<file path="src/rtl/core/crsf_pkg.sv">
// Shared types, constants and helper functions for the CRSF frame receiver.
// Used by crsf_parser, crsf_emitter and crsf_frame_receiver; no dependencies.
package crsf_pkg;

  localparam int          MAX_FRAME_DEF = 64;
  localparam int          NUM_CHANNELS  = 16;
  localparam int          CH_BITS       = 11;
  // Bytes that the channel and link decodes can ever read.
  localparam int          STORE_BYTES   = (NUM_CHANNELS * CH_BITS + 7) / 8;

  localparam logic [7:0]  ADDR_RESET    = 8'hC8;
  localparam logic [7:0]  TYPE_RC       = 8'h16;
  localparam logic [7:0]  TYPE_LINK     = 8'h14;
  localparam logic [7:0]  CRC_POLY      = 8'hD5;
  localparam logic [7:0]  LEN_MIN_EXCL  = 8'd2;
  localparam logic [11:0] CHAN_OFFSET   = 12'd880;
  localparam logic [7:0]  RF_MODE_MAX   = 8'd3;

  // Register indexes on the configuration port.
  localparam logic        REG_FRAME_ADDR = 1'b0;

  typedef enum logic [1:0] {
    PH_ADDR = 2'd0,
    PH_LEN  = 2'd1,
    PH_TYPE = 2'd2,
    PH_BODY = 2'd3
  } phase_t;

  typedef enum logic [1:0] {
    KIND_CHAN    = 2'd0,
    KIND_LINK    = 2'd1,
    KIND_CRC_ERR = 2'd2
  } kind_t;

  // Decoded frame handed from the parser to the result stage.
  typedef struct packed {
    logic                              valid;
    kind_t                             kind;
    logic [NUM_CHANNELS-1:0][11:0]     vals;
    logic signed [8:0]                 rssi_neg;
    logic [1:0]                        rf_mode;
    logic [7:0]                        uplink_lq;
  } frame_evt_t;

  // CRC-8 DVB-S2, MSB first, one byte.
  function automatic logic [7:0] crc8_step(input logic [7:0] crc, input logic [7:0] data);
    logic [7:0] c;
    c = crc ^ data;
    for (int i = 0; i < 8; i++) begin
      c = c[7] ? ((c << 1) ^ CRC_POLY) : (c << 1);
    end
    return c;
  endfunction

  // raw * 5 / 8 + 880
  function automatic logic [11:0] chan_scale(input logic [CH_BITS-1:0] raw);
    logic [13:0] p;
    p = {1'b0, raw, 2'b00} + {3'b000, raw};
    return {1'b0, p[13:3]} + CHAN_OFFSET;
  endfunction

endpackage

</file>
<file path="src/rtl/core/crsf_frame_receiver.sv">
// Top level of the CRSF frame receiver: configuration register, parser and result stage.
// Depends on crsf_pkg, crsf_parser and crsf_emitter.
//
// Usage: the input channel (in_valid, in_ready, rx_byte) carries one received
// serial byte per transaction. The parser hunts for the configured frame
// address, checks the length and type bytes, stores the payload and runs a
// CRC-8 DVB-S2 over type and payload. The byte that closes a frame produces
// results on the output channel: sixteen channel values for an RC frame, one
// status result for a link statistics frame, or one CRC error result. The
// final one carries last.
// Timing: a byte that does not close a frame is always accepted. The closing
// byte is registered into the result stage, so its first result is valid
// on the next cycle; after that one result leaves per cycle while out_ready
// is high. The result stage holds one frame: a closing byte waits only while
// an earlier frame still has results pending, and it may enter in the cycle
// its predecessor's last result is taken.
// Reset returns the parser to the address hunt, clears the payload store to
// zero and sets the frame address to 0xC8. When out_ready is low the current
// result holds steady and parsing of further bytes goes on.
// The configuration port is APB-style with a single register at address 0.
module crsf_frame_receiver #(
  parameter int MAX_FRAME = crsf_pkg::MAX_FRAME_DEF
) (
  input  logic              clk,
  input  logic              rst,
  // Configuration port
  input  logic              psel,
  input  logic              penable,
  input  logic              pwrite,
  input  logic [2:0]        paddr,
  input  logic [31:0]       pwdata,
  output logic [31:0]       prdata,
  output logic              pready,
  // Byte input channel
  input  logic              in_valid,
  output logic              in_ready,
  input  logic [7:0]        rx_byte,
  // Result channel
  output logic              out_valid,
  input  logic              out_ready,
  output logic [1:0]        kind,
  output logic [3:0]        channel_index,
  output logic [11:0]       channel_value,
  output logic signed [8:0] rssi_neg,
  output logic [1:0]        rf_mode,
  output logic [7:0]        uplink_lq,
  output logic              last
);

  logic [7:0]           frame_addr;
  logic                 reg_write;
  logic                 load_ok;
  crsf_pkg::frame_evt_t evt;

  // The register index is the word address; writes to other words are dropped.
  assign pready    = 1'b1;
  assign reg_write = psel && penable && pwrite && pready
                     && (paddr[2] == crsf_pkg::REG_FRAME_ADDR);

  always_ff @(posedge clk) begin
    if (rst) begin
      frame_addr <= crsf_pkg::ADDR_RESET;
    end else if (reg_write) begin
      frame_addr <= pwdata[7:0];
    end
  end

  assign prdata = (paddr[2] == crsf_pkg::REG_FRAME_ADDR) ? {24'd0, frame_addr} : 32'd0;

  crsf_parser #(
    .MAX_FRAME (MAX_FRAME)
  ) u_parser (
    .clk        (clk),
    .rst        (rst),
    .frame_addr (frame_addr),
    .in_valid   (in_valid),
    .rx_byte    (rx_byte),
    .load_ok    (load_ok),
    .in_ready   (in_ready),
    .evt        (evt)
  );

  crsf_emitter u_emitter (
    .clk           (clk),
    .rst           (rst),
    .evt           (evt),
    .load_ok       (load_ok),
    .out_valid     (out_valid),
    .out_ready     (out_ready),
    .kind          (kind),
    .channel_index (channel_index),
    .channel_value (channel_value),
    .rssi_neg      (rssi_neg),
    .rf_mode       (rf_mode),
    .uplink_lq     (uplink_lq),
    .last          (last)
  );

endmodule

</file>
<file path="src/rtl/core/crsf_parser.sv">
// Byte-level frame parser: address hunt, length and type checks, CRC and payload store.
// Depends on crsf_pkg; feeds a decoded frame to crsf_emitter.
module crsf_parser #(
  parameter int MAX_FRAME = crsf_pkg::MAX_FRAME_DEF
) (
  input  logic                  clk,
  input  logic                  rst,
  input  logic [7:0]            frame_addr,
  input  logic                  in_valid,
  input  logic [7:0]            rx_byte,
  input  logic                  load_ok,
  output logic                  in_ready,
  output crsf_pkg::frame_evt_t  evt
);

  localparam int         LEN_W     = $clog2(MAX_FRAME);
  localparam logic [7:0] LEN_LIMIT = 8'(MAX_FRAME);

  crsf_pkg::phase_t phase;
  logic [LEN_W-1:0] frame_length;
  logic             is_link;
  logic [LEN_W-1:0] payload_count;
  logic [7:0]       running_crc;
  logic [7:0]       store [crsf_pkg::STORE_BYTES];

  logic [LEN_W-1:0]                     target;
  logic                                 terminal;
  logic                                 accept;
  logic [crsf_pkg::STORE_BYTES*8-1:0]   store_flat;
  logic [7:0]                           rssi_raw;

  assign target   = frame_length - LEN_W'(2);
  // The byte that would close the frame is held off until the result stage can take it.
  assign terminal = (phase == crsf_pkg::PH_BODY) && !(payload_count < target);
  assign in_ready = !terminal || load_ok;
  assign accept   = in_valid && in_ready;

  always_comb begin
    for (int k = 0; k < crsf_pkg::STORE_BYTES; k++) begin
      store_flat[8*k +: 8] = store[k];
    end
  end

  assign rssi_raw = (store[4] == 8'd0) ? store[0] : store[1];

  always_comb begin
    evt       = '0;
    evt.valid = accept && terminal;
    if (rx_byte != running_crc) begin
      evt.kind = crsf_pkg::KIND_CRC_ERR;
    end else if (is_link) begin
      evt.kind      = crsf_pkg::KIND_LINK;
      evt.rssi_neg  = 9'sd0 - $signed({1'b0, rssi_raw});
      evt.rf_mode   = (store[5] > crsf_pkg::RF_MODE_MAX) ? 2'd3 : store[5][1:0];
      evt.uplink_lq = store[2];
    end else begin
      evt.kind = crsf_pkg::KIND_CHAN;
      for (int ch = 0; ch < crsf_pkg::NUM_CHANNELS; ch++) begin
        evt.vals[ch] = crsf_pkg::chan_scale(
            store_flat[ch*crsf_pkg::CH_BITS +: crsf_pkg::CH_BITS]);
      end
    end
  end

  always_ff @(posedge clk) begin
    if (rst) begin
      phase         <= crsf_pkg::PH_ADDR;
      frame_length  <= '0;
      is_link       <= 1'b0;
      payload_count <= '0;
      running_crc   <= 8'd0;
      for (int k = 0; k < crsf_pkg::STORE_BYTES; k++) begin
        store[k] <= 8'd0;
      end
    end else if (accept) begin
      case (phase)
        crsf_pkg::PH_ADDR: begin
          if (rx_byte == frame_addr) begin
            phase <= crsf_pkg::PH_LEN;
          end
        end
        crsf_pkg::PH_LEN: begin
          if ((rx_byte > crsf_pkg::LEN_MIN_EXCL) && (rx_byte < LEN_LIMIT)) begin
            frame_length <= rx_byte[LEN_W-1:0];
            phase        <= crsf_pkg::PH_TYPE;
          end else begin
            phase <= crsf_pkg::PH_ADDR;
          end
        end
        crsf_pkg::PH_TYPE: begin
          if ((rx_byte == crsf_pkg::TYPE_RC) || (rx_byte == crsf_pkg::TYPE_LINK)) begin
            is_link       <= (rx_byte == crsf_pkg::TYPE_LINK);
            running_crc   <= crsf_pkg::crc8_step(8'd0, rx_byte);
            payload_count <= '0;
            phase         <= crsf_pkg::PH_BODY;
          end else begin
            phase <= crsf_pkg::PH_ADDR;
          end
        end
        crsf_pkg::PH_BODY: begin
          if (!terminal) begin
            // Bytes past the decoded window are never read, so they are not kept.
            for (int k = 0; k < crsf_pkg::STORE_BYTES; k++) begin
              if (payload_count == LEN_W'(k)) begin
                store[k] <= rx_byte;
              end
            end
            running_crc   <= crsf_pkg::crc8_step(running_crc, rx_byte);
            payload_count <= payload_count + LEN_W'(1);
          end else begin
            phase         <= crsf_pkg::PH_ADDR;
            payload_count <= '0;
          end
        end
        default: begin
          phase <= crsf_pkg::PH_ADDR;
        end
      endcase
    end
  end

`ifndef NO_ASSERTIONS
  a_evt_only_in_body: assert property (@(posedge clk) disable iff (rst)
      evt.valid |-> (phase == crsf_pkg::PH_BODY))
    else $error("frame result raised outside the payload phase");
`endif

endmodule

</file>
<file path="src/rtl/core/crsf_emitter.sv">
// Result stage: holds one decoded frame and hands out its results one per transaction.
// Depends on crsf_pkg; loaded by crsf_parser.
module crsf_emitter (
  input  logic                  clk,
  input  logic                  rst,
  input  crsf_pkg::frame_evt_t  evt,
  output logic                  load_ok,
  output logic                  out_valid,
  input  logic                  out_ready,
  output logic [1:0]            kind,
  output logic [3:0]            channel_index,
  output logic [11:0]           channel_value,
  output logic signed [8:0]     rssi_neg,
  output logic [1:0]            rf_mode,
  output logic [7:0]            uplink_lq,
  output logic                  last
);

  crsf_pkg::kind_t                         kind_q;
  logic [3:0]                              idx;
  logic [crsf_pkg::NUM_CHANNELS-1:0][11:0] vals;
  logic signed [8:0]                       rssi_q;
  logic [1:0]                              rf_q;
  logic [7:0]                              lq_q;
  logic                                    last_q;
  logic                                    pop;

  assign pop     = out_valid && out_ready;
  // A new frame may land in the same cycle that the final result leaves.
  assign load_ok = !out_valid || (out_ready && last_q);

  always_ff @(posedge clk) begin
    if (rst) begin
      out_valid <= 1'b0;
    end else if (evt.valid) begin
      out_valid <= 1'b1;
    end else if (pop && last_q) begin
      out_valid <= 1'b0;
    end
  end

  always_ff @(posedge clk) begin
    if (evt.valid) begin
      kind_q <= evt.kind;
      idx    <= 4'd0;
      vals   <= evt.vals;
      rssi_q <= evt.rssi_neg;
      rf_q   <= evt.rf_mode;
      lq_q   <= evt.uplink_lq;
      last_q <= (evt.kind != crsf_pkg::KIND_CHAN);
    end else if (pop && !last_q) begin
      idx    <= idx + 4'd1;
      for (int k = 0; k < crsf_pkg::NUM_CHANNELS - 1; k++) begin
        vals[k] <= vals[k+1];
      end
      vals[crsf_pkg::NUM_CHANNELS-1] <= 12'd0;
      last_q <= (idx == 4'(crsf_pkg::NUM_CHANNELS - 2));
    end
  end

  assign kind          = kind_q;
  assign channel_index = idx;
  assign channel_value = vals[0];
  assign rssi_neg      = rssi_q;
  assign rf_mode       = rf_q;
  assign uplink_lq     = lq_q;
  assign last          = last_q;

`ifndef NO_ASSERTIONS
  a_no_overwrite: assert property (@(posedge clk) disable iff (rst)
      evt.valid |-> (!out_valid || (out_ready && last_q)))
    else $error("frame loaded over undelivered results");

  a_single_is_last: assert property (@(posedge clk) disable iff (rst)
      (out_valid && (kind_q != crsf_pkg::KIND_CHAN)) |-> last_q)
    else $error("status or error result not marked last");

  a_index_steps: assert property (@(posedge clk) disable iff (rst)
      (pop && !last_q && !evt.valid) |=> (out_valid && (idx == $past(idx) + 4'd1)))
    else $error("channel index did not advance after a transaction");
`endif

endmodule
</file>
<file path="config.mk">
export PLATFORM = sky130hd
export DESIGN_NAME = crsf_frame_receiver
export DESIGN_NICKNAME = d
export VERILOG_FILES = /design/src/rtl/core/crsf_pkg.sv /design/src/rtl/core/crsf_frame_receiver.sv /design/src/rtl/core/crsf_parser.sv /design/src/rtl/core/crsf_emitter.sv
export SDC_FILE = /design/constraint.sdc
export NUM_CORES = 1
export LEC_CHECK = 0
export ABC_CLOCK_PERIOD_IN_PS = 14430
export BUFFER_PORTS_ARGS = -buffer_cell sky130_fd_sc_hd__buf_2
export CAP_MARGIN = 20
export CORE_ASPECT_RATIO = 1.1
export CORE_MARGIN = 2
export CORE_UTILIZATION = 45
export CTS_BUF_LIST = sky130_fd_sc_hd__clkbuf_4
export CTS_CLUSTER_SIZE = 25
export DETAILED_ROUTE_END_ITERATION = 12
export GPL_ROUTABILITY_DRIVEN = 1
export PLACE_DENSITY_LB_ADDON = 0.05
export SLEW_MARGIN = 20
export SYNTH_ARGS = -nofsm -noshare
export SYNTH_HDL_FRONTEND = slang
export SYNTH_SLANG_ARGS = --single-unit
</file>
<file path="constraint.sdc">
create_clock -name clk -period 14.43 [get_ports clk]
set_clock_uncertainty 0.1 [all_clocks]
set_input_delay 0.7215 -clock clk [delete_from_list [all_inputs] [get_ports clk]]
set_output_delay 0.7215 -clock clk [all_outputs]
set_load 0.05 [all_outputs]
</file>
Word level (Yosys, flattened, before mapping). Memories as Yosys holds them, arrays and structs flattened. Index checks and enable logic that the tools add are counted.

Add/sub/neg operators: 36. Magnitude comparators: 4. Equality and inequality tests: 33. Muxes and demuxes: 197. Bitwise logic cells: 41. Reductions and logical operators: 31.

Operators by type and width (number): 2-to-1 mux 192 bit (3); 2-to-1 mux 8 bit (42); adder 13 x 11 -> 14 bit (16); 2-to-1 mux 211 bit (1); adder 11 x 10 -> 12 bit (second input constant) (16); 2-to-1 mux 1 bit (139); NOT 5 bit (16); equality test 6 x 4 -> 1 bit (second input constant) (8); equality test 6 x 5 -> 1 bit (second input constant) (6); equality test 6 x 3 -> 1 bit (second input constant) (4); OR 1 bit (22); 2-to-1 mux 19 bit (1); equality test 8 x 5 -> 1 bit (second input constant) (2); > comparator 8 x 2 -> 1 bit (second input constant) (2); case mux 8 bit (2 select lines) (1); equality test 6 x 2 -> 1 bit (second input constant) (2); 2-to-1 mux 2 bit (6); 2-to-1 mux 6 bit (2); case mux 6 bit (2 select lines) (1); AND reduction 3 bit (4); logical AND 1 bit (11); subtractor 1 x 8 -> 9 bit (first input constant) (1); equality test 8 bit (1); logical NOT 8 bit (1); 22 further kinds (34).

Register bits: 250. RAM bits: 176. Input port bits: 50. Output and inout port bits: 73. Word-level logic and storage cells: 372. Memories kept: 1.

Memory list: u_parser.store (words 22, bits a word 8, read ports 22, clocked after memory_dff 0, wr ports 22, line crsf_parser.sv:24) `logic [7:0] store [crsf_pkg::STORE_BYTES];`.

Longest topological paths before layout. Gate-level depths: netlist of the first run.

Depth in word-level cells: 19. Mapped depth: 14. Mapped depth without buffers: 13.

Cells and area by module. Synthesis of the first run repeated with hierarchy kept, for this count alone.

Cell total of the unflattened synthesis: 2653. Area total of the unflattened synthesis: 27727.8 sq um.

Modules (own cells, without submodules): crsf_parser (instances 1, cells an instance 2114, area an instance 18012.3 sq um, seq. area each 5745.5 sq um); crsf_emitter (instances 1, cells an instance 469, area an instance 9100.0 sq um, seq. area each 6526.3 sq um); crsf_frame_receiver (instances 1, cells an instance 70, area an instance 615.6 sq um, seq. area each 160.2 sq um).

Worst setup path before layout of the first run. OpenSTA, ideal clock, no wires.

Path type: register to register. Start: register u_parser.frame_length[1]. End: register u_emitter.vals (netlist bit u_emitter.channel_value[0]), enable pin. Library setup time: 0.473 ns. Arrival time: 4.477 ns. Data required time: 13.857 ns. Setup slack: 9.381 ns. Stages on the path, launching flop included: 13. Buffers on the path: 1. Period minus slack after synthesis: 5.049 ns. Cells stage by stage: dfxtp_1 -> inv_1 -> ha_1 -> nand2_1 -> xor2_1 -> ha_1 -> nor3_1 -> nor2_1 -> o41a_1 -> nand2_1 -> inv_1 -> clkbuf_1 -> or2_2.

Word-level cells in the longest chain between the ends: 9.

Ends and longest elaborated chain: start: declaration (line crsf_parser.sv:20) `logic [LEN_W-1:0] frame_length;`; start signal: assignment (line crsf_parser.sv:84) `frame_length <= rx_byte[LEN_W-1:0];`; subtractor 6 x 2 -> 6 bit * (line crsf_parser.sv:32) `assign target = frame_length - LEN_W'(2);`; less-than comparator 6 bit * (line crsf_parser.sv:34) `assign terminal = (phase == crsf_pkg::PH_BODY) && !(payload_count < target);`; logical NOT 1 bit * (line crsf_parser.sv:34); logical AND 1 bit * (line crsf_parser.sv:34); logical NOT 1 bit (line crsf_parser.sv:35) `assign in_ready = !terminal || load_ok;`; logical OR 1 bit (line crsf_parser.sv:35); logical AND 1 bit (line crsf_parser.sv:36) `assign accept = in_valid && in_ready;`; logical AND 1 bit * (line crsf_parser.sv:48) `evt.valid = accept && terminal;`; nonzero test 2 bit (no source line) *; end signal: assignment (line crsf_emitter.sv:46) `vals <= evt.vals;`; end signal: indexed assignment (line crsf_emitter.sv:54) `vals[k] <= vals[k+1];`; end: declaration (line crsf_emitter.sv:21) `logic [crsf_pkg::NUM_CHANNELS-1:0][11:0] vals;`.

Mark *: on every way between the ends. The rest lies on a longest branch, timed or not. A chain may end at the register's enable or synchronous reset.

Worst setup path in the final report of the first run.
Start: register u_parser.frame_length[1]. End: register u_emitter.vals[117] in the netlist's numbering, data pin.

Word-level cells in the longest chain between the ends: 9.

Ends and longest elaborated chain: subtractor 6 x 2 -> 6 bit * (line crsf_parser.sv:32); less-than comparator 6 bit * (line crsf_parser.sv:34); logical NOT 1 bit * (line crsf_parser.sv:34); logical AND 1 bit * (line crsf_parser.sv:34); logical NOT 1 bit (line crsf_parser.sv:35); logical OR 1 bit (line crsf_parser.sv:35); logical AND 1 bit (line crsf_parser.sv:36); logical AND 1 bit * (line crsf_parser.sv:48); 2-to-1 mux 192 bit * (line crsf_emitter.sv:43) `if (evt.valid) begin`.

Marked as above.

==> results of run 1 <==
==> worst paths after layout <==
kind                         endpoint  slack [ns]  cells after the start
min reg2reg        u_emitter.vals[50]        0.39                      2
max               u_emitter.vals[117]        9.60                     15
min          u_parser.frame_length[3]        0.18                      3
max reg2reg       u_emitter.vals[117]        9.60                     15
==> sequential cells by signal, summed over array words and instances, names as in the netlist, 2 cells and up <==
signal	cells
u_parser.phase	2
u_parser.frame_length	6
u_emitter.channel_value	12
u_emitter.uplink_lq	8
u_emitter.rssi_neg	9
u_emitter.channel_index	4
u_emitter.kind	2
u_parser.running_crc	8
u_emitter.vals	180
u_parser.payload_count	6
u_emitter.rf_mode	2
frame_addr	8
u_parser.store	176
==> through the flow <==
stage          area, um2  cells
6_report           29400   3616
3_3_place_gp       27700   3398
2_1_floorplan      27000   2698
4_1_cts            29300   3613
5_1_grt            29400   3615
3_5_place_dp       27700   3399
==> cell type report <==
type / count / area (um2)
Antenna cell: 2 / 5.00
Timing Repair Buffer: 95 / 576
Clock inverter: 36 / 282
Fill cell: 5585 / 30100
Tap cell: 768 / 961
Multi-Input combinational cell: 2028 / 13500
Clock buffer: 170 / 1280
Inverter: 91 / 342
Sequential cell: 426 / 12400
==> per-layer routing <==
metal / GRT usage (%) / share of wire, %
met3: 3.68 / 4.8
met2: 38.9 / 48
met5: 0 / 0
met4: 9.35 / 3.2
met1: 28.7 / 44
==> power by group through the flow <==
stage / Clock (W) / Combinational (W) / Sequential [W]
after floorplan: 0 / 0.000440 / 0.00140
after global placement: 0 / 0.000526 / 0.00142
after detailed placement: 0 / 0.000537 / 0.00142
after CTS: 0.00119 / 0.000542 / 0.00139
after global routing: 0.00125 / 0.000609 / 0.00139
final: 0.00116 / 0.000544 / 0.00139
==> placed cells by master, fill, tap and decap left out, drive strengths merged, types with 23 or more instances in the layout <==
| master | instances |
|---|---|
| inv | 91 |
| and3 | 30 |
| edfxtp | 390 |
| nor2 | 238 |
| o21ai | 156 |
| clkbuf | 170 |
| nor2b | 61 |
| nor3 | 65 |
| nand2 | 351 |
| o41ai | 27 |
| buf | 87 |
| o21bai | 38 |
| o31ai | 80 |
| xor2 | 82 |
| nand3 | 47 |
| a21oi | 105 |
| o211ai | 23 |
| conb | 25 |
| and2 | 23 |
| dfxtp | 36 |
| clkinv | 31 |
| xnor2 | 157 |
| a21o | 26 |
| nand2b | 29 |
| a211oi | 31 |
| ha | 159 |
==> worst max-delay path, cell delays in order (launching register included) <==
cell	delay (ns)
dfxtp_1	0.38
inv_1	0.06
ha_1	0.22
nand2_1	0.09
xor2_1	0.17
ha_1	0.35
nor3_1	0.10
nor2_1	0.25
o41a_1	0.30
nand2_4	0.37
inv_2	0.16
buf_4	0.58
nand2_2	0.55
buf_4	0.43
or3_1	0.41
nand3_1	0.09
==> cells by family after synthesis <==
group,share of synthesized area (%)
and+or+nand+nor,16.0
AOI/OAI and AO/OA,16.7
DFF,46.2
buffers and inverters,4.08
xor gates and xnor gates,7.86
adders and majority gates,8.58
muxes,0.637
other,0.0279
==> flow_metrics.tcl, run 1 <==
set metrics [dict create \
    status "complete, no violations" \
    cp-end-kind "register" \
    wire_per_inst_um 19.5 \
    tns_ns 0 \
    synthesis.area_mm2 0.0269 \
    seqPwrFrac_pct 45.0 \
    drt_pre_antenna_iters 7 \
    setup-violations-final 0 \
    numCtsBuffers 116 \
    switching_share_pct 28.5 \
    antenna_left 0 \
    synth_top_area_cell "edfxtp_1" \
    holdBufCountCts 8 \
    synth-seq-cells 426 \
    io_buffers 71 \
    remaining_drc_errors 0 \
    finalNetCount 2983 \
    p_per_area_mw_per_mm2 105 \
    cts_buffer_depth 3 \
    cts_tree "yes" \
    gp_congestion 0.853 \
    fin_hold_ws_ns 0.177 \
    hold_class "input pin to register" \
    cts_sinks 426 \
    r2r-start "u_parser.frame_length[1]" \
    finalCritPeriodShare_pct 33.5 \
    yosys-top-cells-count "390 x edfxtp_1, 347 x nand2_1, 237 x nor2_1, 159 x ha_1, 157 x xnor2_1" \
    vias_per_cell 5.70 \
    clk_pin_slew_worst_paths_ns 0.07 \
    p_leak_nw 11.4 \
    dp_hpwl_mm 48.7 \
    pwr-share-comb_pct 17.6 \
    hold_start "rx_byte[3]" \
    startpoint "u_parser.frame_length[1]" \
    final_util_pct 49.4 \
    period_minus_slack_ns 4.83 \
    async_reset_ff_share_pct 0 \
    max_freq_ghz 0.207 \
    dieHeight_um 261 \
    yosysTopAreaCellShare_pct 43.5 \
    rsz0062_at_grt "no" \
    p_sw_w 0.000880 \
    grt_pass1_vias 20400 \
    synth_edf_count 390 \
    syn_to_final_growth_pct 9.11 \
    synthCells 2675 \
    cp.required_ns 15.03 \
    synth_cell_type_count 81 \
    criticalPathCategory "register to register" \
    post_cts_resized 0 \
    clk_latency_ns 0.86 \
    crit_arrival_ns 5.43 \
    avgSynthCellArea_um2 10.1 \
    io_pins 123 \
    dieArea_mm2 0.0618 \
    dieWidth_um 237 \
    antenna_found_initial 2 \
    hold_viol 0 \
    grt_pass1_wl_mm 110 \
    start_util_pct 45.2 \
    htreeDepth 3 \
    synth_area_leaders "edfxtp_1 44%, ha_1 7.4%, xnor2_1 5.1%, nand2_1 4.8%, nor2_1 3.3%" \
    layout_setup_ws_ns 9.60 \
    cts-root-buf "clkbuf_4" \
    power_w 0.00309 \
    cp-start-kind "register" \
    core_mm2 0.0595 \
    pwr-share-clk_pct 37.4 \
    synth_warnings 0 \
    slew_headroom_pct 26.3 \
    track_usage_pct 22.7 \
    synthFlopType "edfxtp_1" \
    rows 94 \
    grt_max_degree 102 \
    dp_slack_ns 9.57 \
    yosysMostFrequentCell "edfxtp_1" \
    critical_path_peak_fanout 59 \
    cts_setup_buffers 0 \
    dr.first_iter.drc_count 1431 \
    final_max_slew_viol_count 0 \
    p_int_w 0.00221 \
    ys_seq_area_share_pct 46.2 \
    ir_worst_vdd_v 0.0000766 \
    max_cap_violations 0 \
    worstMarginPinSlew_ns 1.11 \
    gr-total-overflow 0 \
    layout-drive-gt1-share_pct 11.3 \
    via_count 20600 \
    routed_wl_mm 70.4 \
]
Note: power is estimated with default switching activity, not from simulation.
==> inputs of run 2 (changes only) <==
Settings changed: ABC_CLOCK_PERIOD_IN_PS 14430 to 4450.
Clock period 14.43 ns to 4.45 ns, I/O delays scaled along.
==> run 2 against run 1 <==
Net effect:
- sequential cell count unchanged
- largest cell class unchanged
- worst hold slack improved by 0.11 ns
- design area increased by 2.5%
- sequential share of layout area decreased by 1.0 points
==> flow_metrics.tcl, run 2 (synthesized netlist as in run 1, its figures left out) <==
set metrics [dict create \
    grt_pass1_vias 20900 \
    grt_pass1_wl_mm 112 \
    crit_arrival_ns 4.84 \
    dr.first_iter.drc_count 1241 \
    dieHeight_um 261 \
    critical_path_peak_fanout 7 \
    final_cell_mix "390 x edfxtp_1, 345 x nand2_1, 236 x nor2_1" \
    ir_worst_vdd_v 0.000223 \
    dieWidth_um 237 \
    ff2ff_setup_slack_ns 0.30 \
    drt_pre_antenna_iters 5 \
    grt_max_degree 114 \
    htreeDepth 3 \
    period_minus_slack_ns 4.15 \
    p_leak_nw 11.7 \
    gr-total-overflow 0 \
    rows 94 \
    cts-root-buf "clkbuf_4" \
    layout-drive-gt1-share_pct 11.8 \
    status "complete, no violations" \
    dp_hpwl_mm 50.1 \
    worstMarginPinSlew_ns 0.862 \
    cts_sinks 426 \
    max_cap_violations 0 \
    routed_wl_mm 71.2 \
    holdBufCountCts 59 \
    hold_class "input pin to register" \
    core_mm2 0.0595 \
    via_count 20900 \
    setup-violations-final 0 \
    cp-start-kind "register" \
    wire_per_inst_um 19.2 \
    clk_pin_slew_worst_paths_ns 0.06 \
    io_pins 123 \
    cp-end-kind "register" \
    antenna_left 0 \
    antenna_found_initial 3 \
    remaining_drc_errors 0 \
    final_max_slew_viol_count 0 \
    fin_area_mm2 0.0301 \
    final_common_cell "edfxtp_1" \
    placedInstanceArea_mm2 0.0280 \
    finalCritPeriodShare_pct 93.3 \
    criticalPathCategory "register to register" \
    vias_per_cell 5.64 \
    slew_headroom_pct 42.4 \
    top_register "u_emitter.vals" \
    numCtsBuffers 114 \
    io_buffers 71 \
    p_per_area_mw_per_mm2 328 \
    rsz0062_at_grt "no" \
    track_usage_pct 22.9 \
    clk_latency_ns 0.90 \
    cts_tree "yes" \
    dieArea_mm2 0.0618 \
    finalNetCount 3056 \
    cts_setup_buffers 0 \
    cp.required_ns 5.13 \
    cts_buffer_depth 3 \
    syn_to_final_growth_pct 11.9 \
    start_util_pct 45.2 \
    hold_viol 0 \
    max_freq_ghz 0.241 \
    largest_register_ffs 180 \
    gp_congestion 0.864 \
    post_cts_resized 0 \
    tns_ns 0 \
]
==> run 2: cell type report <==
cell class              instances  area (um2)
multi-input cells            2028       13500
clock buffers                 165        1240
inverters                      91         342
repair buffers                170        1360
diodes                          6        15.0
well taps                     768         961
clock inverters                46         269
flip-flops and latches        426       12400
fillers                      5531       29400
==> run 2: metal layers <==
metal  track usage (%)  wire length (um)  up-vias
met4              9.08              2150        2
met3              3.30              2840      138
met5                 0                10        -
met2              41.7             36200      459
li1                  -                 -    10200
met1              27.2             30000    10100
==> run 2: stage by stage <==
step,total power [W],hold slack [ns],setup slack (ns),std cells,utilization (%)
finish,0.00988,0.287,0.297,3700,50.6
global route,0.0104,0.265,0.0302,3699,50.6
CTS,0.0100,0.202,0.381,3694,50.6
detailed placement,0.00633,0.345,0.652,3424,47.0
global placement,0.00629,0.338,0.593,3424,47.0
floorplan,0.00598,0.247,0.369,2698,-
==> run 2: worst paths after layout <==
check / start / to / cells after the start
min: rx_byte[2] / u_parser.running_crc[3] / 4
min reg2reg: u_emitter.vals[96] / u_emitter.vals[84] / 2
max reg2reg: u_parser.frame_length[1] / u_parser.frame_length[3] / 14
max: u_parser.frame_length[1] / u_parser.frame_length[3] / 14
==> run 2: worst max-delay path, cell delays in order, from the launching register on <==
cell and delay (ns):
dfxtp_1 0.39, inv_1 0.06, ha_1 0.22, nand2_1 0.09, xor2_1 0.15, ha_1 0.35
nor3_1 0.11, nor2_1 0.23, o41ai_4 0.14, o31ai_2 0.46, or2_2 0.32, mux2i_1 0.21
dlygate4sd3_1 0.59, nor2_1 0.05, dlygate4sd3_1 0.58
==> run 2: power by group <==
group          switching [W]  leakage, nW  internal [W]
clock                0.00172        0.903       0.00188
combinational        0.00103         6.57      0.000740
sequential         0.0000942         4.24       0.00442
total                0.00284         11.7       0.00704
